### src/hdl/vau_pkg.sv
// ---------------------------------------------------------------------------
// vau_pkg
// Shared types and codes for the 3-component fixed-point vector unit.
// ---------------------------------------------------------------------------
package vau_pkg;

    localparam logic [31:0] Q_MAX_C = 32'h7FFF_FFFF;
    localparam logic [31:0] Q_MIN_C = 32'h8000_0000;

    typedef enum logic [3:0] {
        OP_ADD    = 4'd0,
        OP_SUB    = 4'd1,
        OP_NEG    = 4'd2,
        OP_MUL    = 4'd3,
        OP_DIV    = 4'd4,
        OP_SCALE  = 4'd5,
        OP_DIVS   = 4'd6,
        OP_LENGTH = 4'd7,
        OP_NORM   = 4'd8,
        OP_CROSS  = 4'd9,
        OP_DOT    = 4'd10,
        OP_NONE   = 4'd15
    } op_t;

    typedef struct packed {
        logic        [3:0]  kind;
        logic signed [31:0] ax;
        logic signed [31:0] ay;
        logic signed [31:0] az;
        logic signed [31:0] bx;
        logic signed [31:0] by;
        logic signed [31:0] bz;
        logic signed [31:0] factor;
    } req_t;

    typedef struct packed {
        logic signed [31:0] rx;
        logic signed [31:0] ry;
        logic signed [31:0] rz;
        logic signed [31:0] scalar_result;
        logic               div_zero;
        logic               saturated;
    } rsp_t;

    // Classified request as it travels from the front to the back
    typedef struct packed {
        op_t              op;
        logic [2:0][31:0] a;
        logic [2:0][31:0] b;
        logic [31:0]      f;
    } cmd_t;

    // Queue status toward the front (full) and the back (not empty)
    typedef struct packed {
        logic not_empty;
        logic full;
    } qstat_t;

endpackage

### src/hdl/vau_fifo.sv
// ---------------------------------------------------------------------------
// vau_fifo
// Short request queue between the front and the back.
// ---------------------------------------------------------------------------
module vau_fifo #(
    parameter int DEPTH = 4
) (
    input  logic            clk,
    input  logic            rst_n,
    input  logic            push,
    input  vau_pkg::cmd_t   din,
    input  logic            pop,
    output vau_pkg::cmd_t   dout,
    output vau_pkg::qstat_t qstat
);

    localparam int PW = (DEPTH > 1) ? $clog2(DEPTH) : 1;
    localparam int CW = $clog2(DEPTH + 1);

    vau_pkg::cmd_t   mem_reg [DEPTH];
    logic [PW-1:0]   wr_ptr_reg;
    logic [PW-1:0]   rd_ptr_reg;
    logic [CW-1:0]   count_reg;
    logic            do_push;
    logic            do_pop;

    assign qstat.full      = (count_reg == CW'(DEPTH));
    assign qstat.not_empty = (count_reg != '0);
    assign do_push         = push && !qstat.full;
    assign do_pop          = pop && qstat.not_empty;
    assign dout            = mem_reg[rd_ptr_reg];

    always_ff @(posedge clk or negedge rst_n)
    begin
        if (!rst_n)
        begin
            wr_ptr_reg <= '0;
            rd_ptr_reg <= '0;
            count_reg  <= '0;
        end
        else
        begin
            if (do_push)
            begin
                wr_ptr_reg <= (wr_ptr_reg == PW'(DEPTH - 1)) ? '0 : wr_ptr_reg + 1'b1;
            end
            if (do_pop)
            begin
                rd_ptr_reg <= (rd_ptr_reg == PW'(DEPTH - 1)) ? '0 : rd_ptr_reg + 1'b1;
            end
            count_reg <= count_reg + CW'(do_push) - CW'(do_pop);
        end
    end

    always_ff @(posedge clk)
    begin
        if (do_push)
        begin
            mem_reg[wr_ptr_reg] <= din;
        end
    end

endmodule

### config.mk
export PLATFORM = sky130hd
export DESIGN_NAME = vau_fifo
export DESIGN_NICKNAME = d
export VERILOG_FILES = /design/src/hdl/vau_pkg.sv /design/src/hdl/vau_fifo.sv
export SDC_FILE = /design/constraint.sdc
export NUM_CORES = 1
export LEC_CHECK = 0
export ABC_AREA = 0
export BUFFER_PORTS_ARGS = -buffer_cell sky130_fd_sc_hd__buf_4
export CORE_ASPECT_RATIO = 1.5
export CORE_UTILIZATION = 55
export DETAILED_ROUTE_END_ITERATION = 7
export GPL_ROUTABILITY_DRIVEN = 0
export PLACE_DENSITY_LB_ADDON = 0.25
export SYNTH_ARGS = -nofsm -noshare
export SYNTH_HDL_FRONTEND = slang
export SYNTH_SLANG_ARGS = --single-unit
### constraint.sdc
create_clock -name clk -period 15.3 [get_ports clk]
set_input_delay 0.765 -clock clk [delete_from_list [all_inputs] [get_ports clk]]
set_output_delay 0.765 -clock clk [all_outputs]
set_load 0.05 [all_outputs]
==> qor.txt <==
Mapped Cells: 1235
wl on met1: 24540 µm
CTS Buf Count: 80
critical path peak fanout: 47
vias in the first global route: 15867
PD cells: 226.2 nW/µm²
post-synth top area cell: edfxtp_1
clock root buffer: clkbuf_16
synthesized area: 33520 µm²
Crit path largest cell delay: 1.07 ns
Die Footprint: 61970 µm²
Worst-Margin Slew: 1.144 ns
IO Port Bufs: 461
Tot GR Track Use: 21.39%
setup TNS: 0 ns
outcome: finished clean
# fillers: 3692
final worst path period need: 4.901 ns
Yosys cell types: 28
num ports: 462
dpl cell area: 37610 µm²
Routed WL: 65550 µm
# rows: 110
dpl hpwl: 40520 µm
Post-Syn Nets: 1475
max reg flops: 912
die height: 304.4 µm
clk slew on worst S/H paths: 0.06 ns
Max Clock Freq: 204.0 MHz
Crit. End Element: output pin
Worst Path Arrival: 4.14 ns
Worst setup SP type: flop
Yosys reg bits: 919
GRT Residual Overflow: 0
Final nets: 1987
Via density: 5.696
routed length per instance: 25.22 µm
Final Util: 66.72%
Seq. cell area: 27570 µm²
worst hold path type: in -> reg
DR WL met3: 5608 µm
clock sink count: 919
via count: 14805
initial antenna violation count: 9
crit path kind: reg -> out
Post-route DRC: 0
# setup viols final: 0
Slew HR: 23.73%
CTS tree: yes
total power: 9.075 mW
Crit path required time: 14.53 ns
leakage: 13.55 nW
final instance area: 40130 µm²
share of cells above drive strength 1: 45.27%
syn avg cell area: 27.15 µm²
Crit. Startpoint: rd_ptr_reg[0]
Final ANT Viol Nets: 0
skew final: 0.02681 ns
initial DRC count: 1030
Crit-path slowest cell: dfrtp_4
most common cell after layout, fill and taps aside: edfxtp_1
Synth area leaders: edfxtp_1 82%, mux4_2 15%, buf_12 0.66%
initial core utilization: 55.74%
Post-CTS Setup Bufs: 0
First-pass DRT Iterations: 5
Yosys warning total: 0
r2r startpoint: count_reg[1]
final count of hold timing violations: 0
clock latency on the worst-skew pair: 0.64 ns
met2 WL: 33290 µm
share of the synthesized area in the top cell type: 81.69%
pin count of the biggest net entering global routing: 77
final slew viol count: 0
Max Cap Violations: 0
Horiz. Die Dim: 203.6 µm
Min Hold Slack: 0.3188 ns
Area Overhead vs Synth: 19.70%
post-cts resize count: 0
sequential area share after synthesis: 82.21%
area of the core: 60150 µm²
Max Buffers Root-to-Sink: 3
unrepaired setup endpoints after global routing: false
Cell Chain, Critical Path: buf_4 > buf_4 > mux4_2 > buf_4
period utilisation layout: 32.03%
worst vdd ir: 0.0001698 V
first-pass GRT wire length: 97170 µm
H-tree levels: 3
DR top layer: met5
hold wc startpoint: din[134]
area used by multi-input combinational logic: 5419 µm²
most frequent cells in the layout: 912 x edfxtp_1, 481 x buf_4, 228 x mux4_2
most frequent CP cell: buf_4
[cell type report]
type                       instances  share of cell area [%]
antenna                            6                 0.03742
clock buffer                     101                   5.238
clock inverter                    43                  0.9853
inverter                           7                 0.06548
multi-input combinational        257                   13.50
sequential                       919                   68.70
tap                              784                   2.444
timing repair buffer             482                   9.023
[critical path: cells and delay by family, from the launching register on]
kind / cells / cell delay [ns]
buffers and inverters: 3 / 1.78
flip-flops: 1 / 1.07
multiplexers: 1 / 0.61
[metal layers]
| layer | up-vias | track usage [%] |
|---|---|---|
| li1 | 6396 | - |
| met4 | 6 | 9.127 |
| met5 | - | 0 |
| met3 | 104 | 6.918 |
| met2 | 532 | 34.47 |
| met1 | 7767 | 26.72 |
[power breakdown]
part | switching [mW] | internal, mW | leakage (nW)
clock | 0.868 | 1.05 | 1.21
combinational | 2.46 | 1.22 | 3.91
sequential | 0.161 | 3.32 | 8.43
[synth_stat cells]
cell type and number:
edfxtp_1 912, mux4_2 228, buf_2 23, buf_12 11, buf_8 10, dfrtp_1 7
ha_1 7, inv_1 7, and3_1 4, clkbuf_1 3, buf_4 2, buf_6 2
mux2_2 2, nand2_1 2, xnor2_1 2, a211o_1 1, buf_1 1, fa_1 1
nand2b_1 1, nand4bb_1 1, nor2_1 1, nor2b_1 1, nor3b_1 1, nor4bb_1 1
o211ai_1 1, o31ai_1 1, or3_1 1, or3b_1 1
[metrics by stage]
step,instances,setup slack (ns)
2_1_floorplan,1235,8.657
3_3_place_gp,2448,10.81
3_5_place_dp,2448,10.82
4_1_cts,2593,10.10
5_1_grt,2598,9.956
6_report,2599,10.40
[final timing paths]
kind / end / slack, ns / cells past startpoint
setup / recovery: dout[214] / 10.40 / 4
hold / removal: mem_reg[0][134] / 0.32 / 1
setup reg to reg: mem_reg[2][142] / 11.54 / 4
hold reg to reg: wr_ptr_reg[1] / 0.61 / 2
max in group asynchronous: rd_ptr_reg[1] / 14.65 / 2
min in group asynchronous: rd_ptr_reg[0] / 0.50 / 2
[what timing repair did]
action / 4_1_cts / 5_1_grt
setup endpoints to repair: 0 / 0
hold buffers: 1 / 0
hold endpoints to repair: 7 / 0
[logic make-up (layout without fill, tap and decap cells)]
logic type                 after synthesis  count (layout)  share of synthesized area [%]
other                                    0               6                              0
AOI/OAI and AO/OA                        3               3                        0.07093
buffers and inverters                   59             633                          1.683
muxes                                  230             230                          15.38
xor gates and xnor gates                 2               2                        0.05226
and+or+nand+nor                         14              14                         0.2762
adders and majority gates                8               8                         0.3210
DFF                                    919             919                          82.21
No activity file was read; power rests on OpenSTA's default activity.
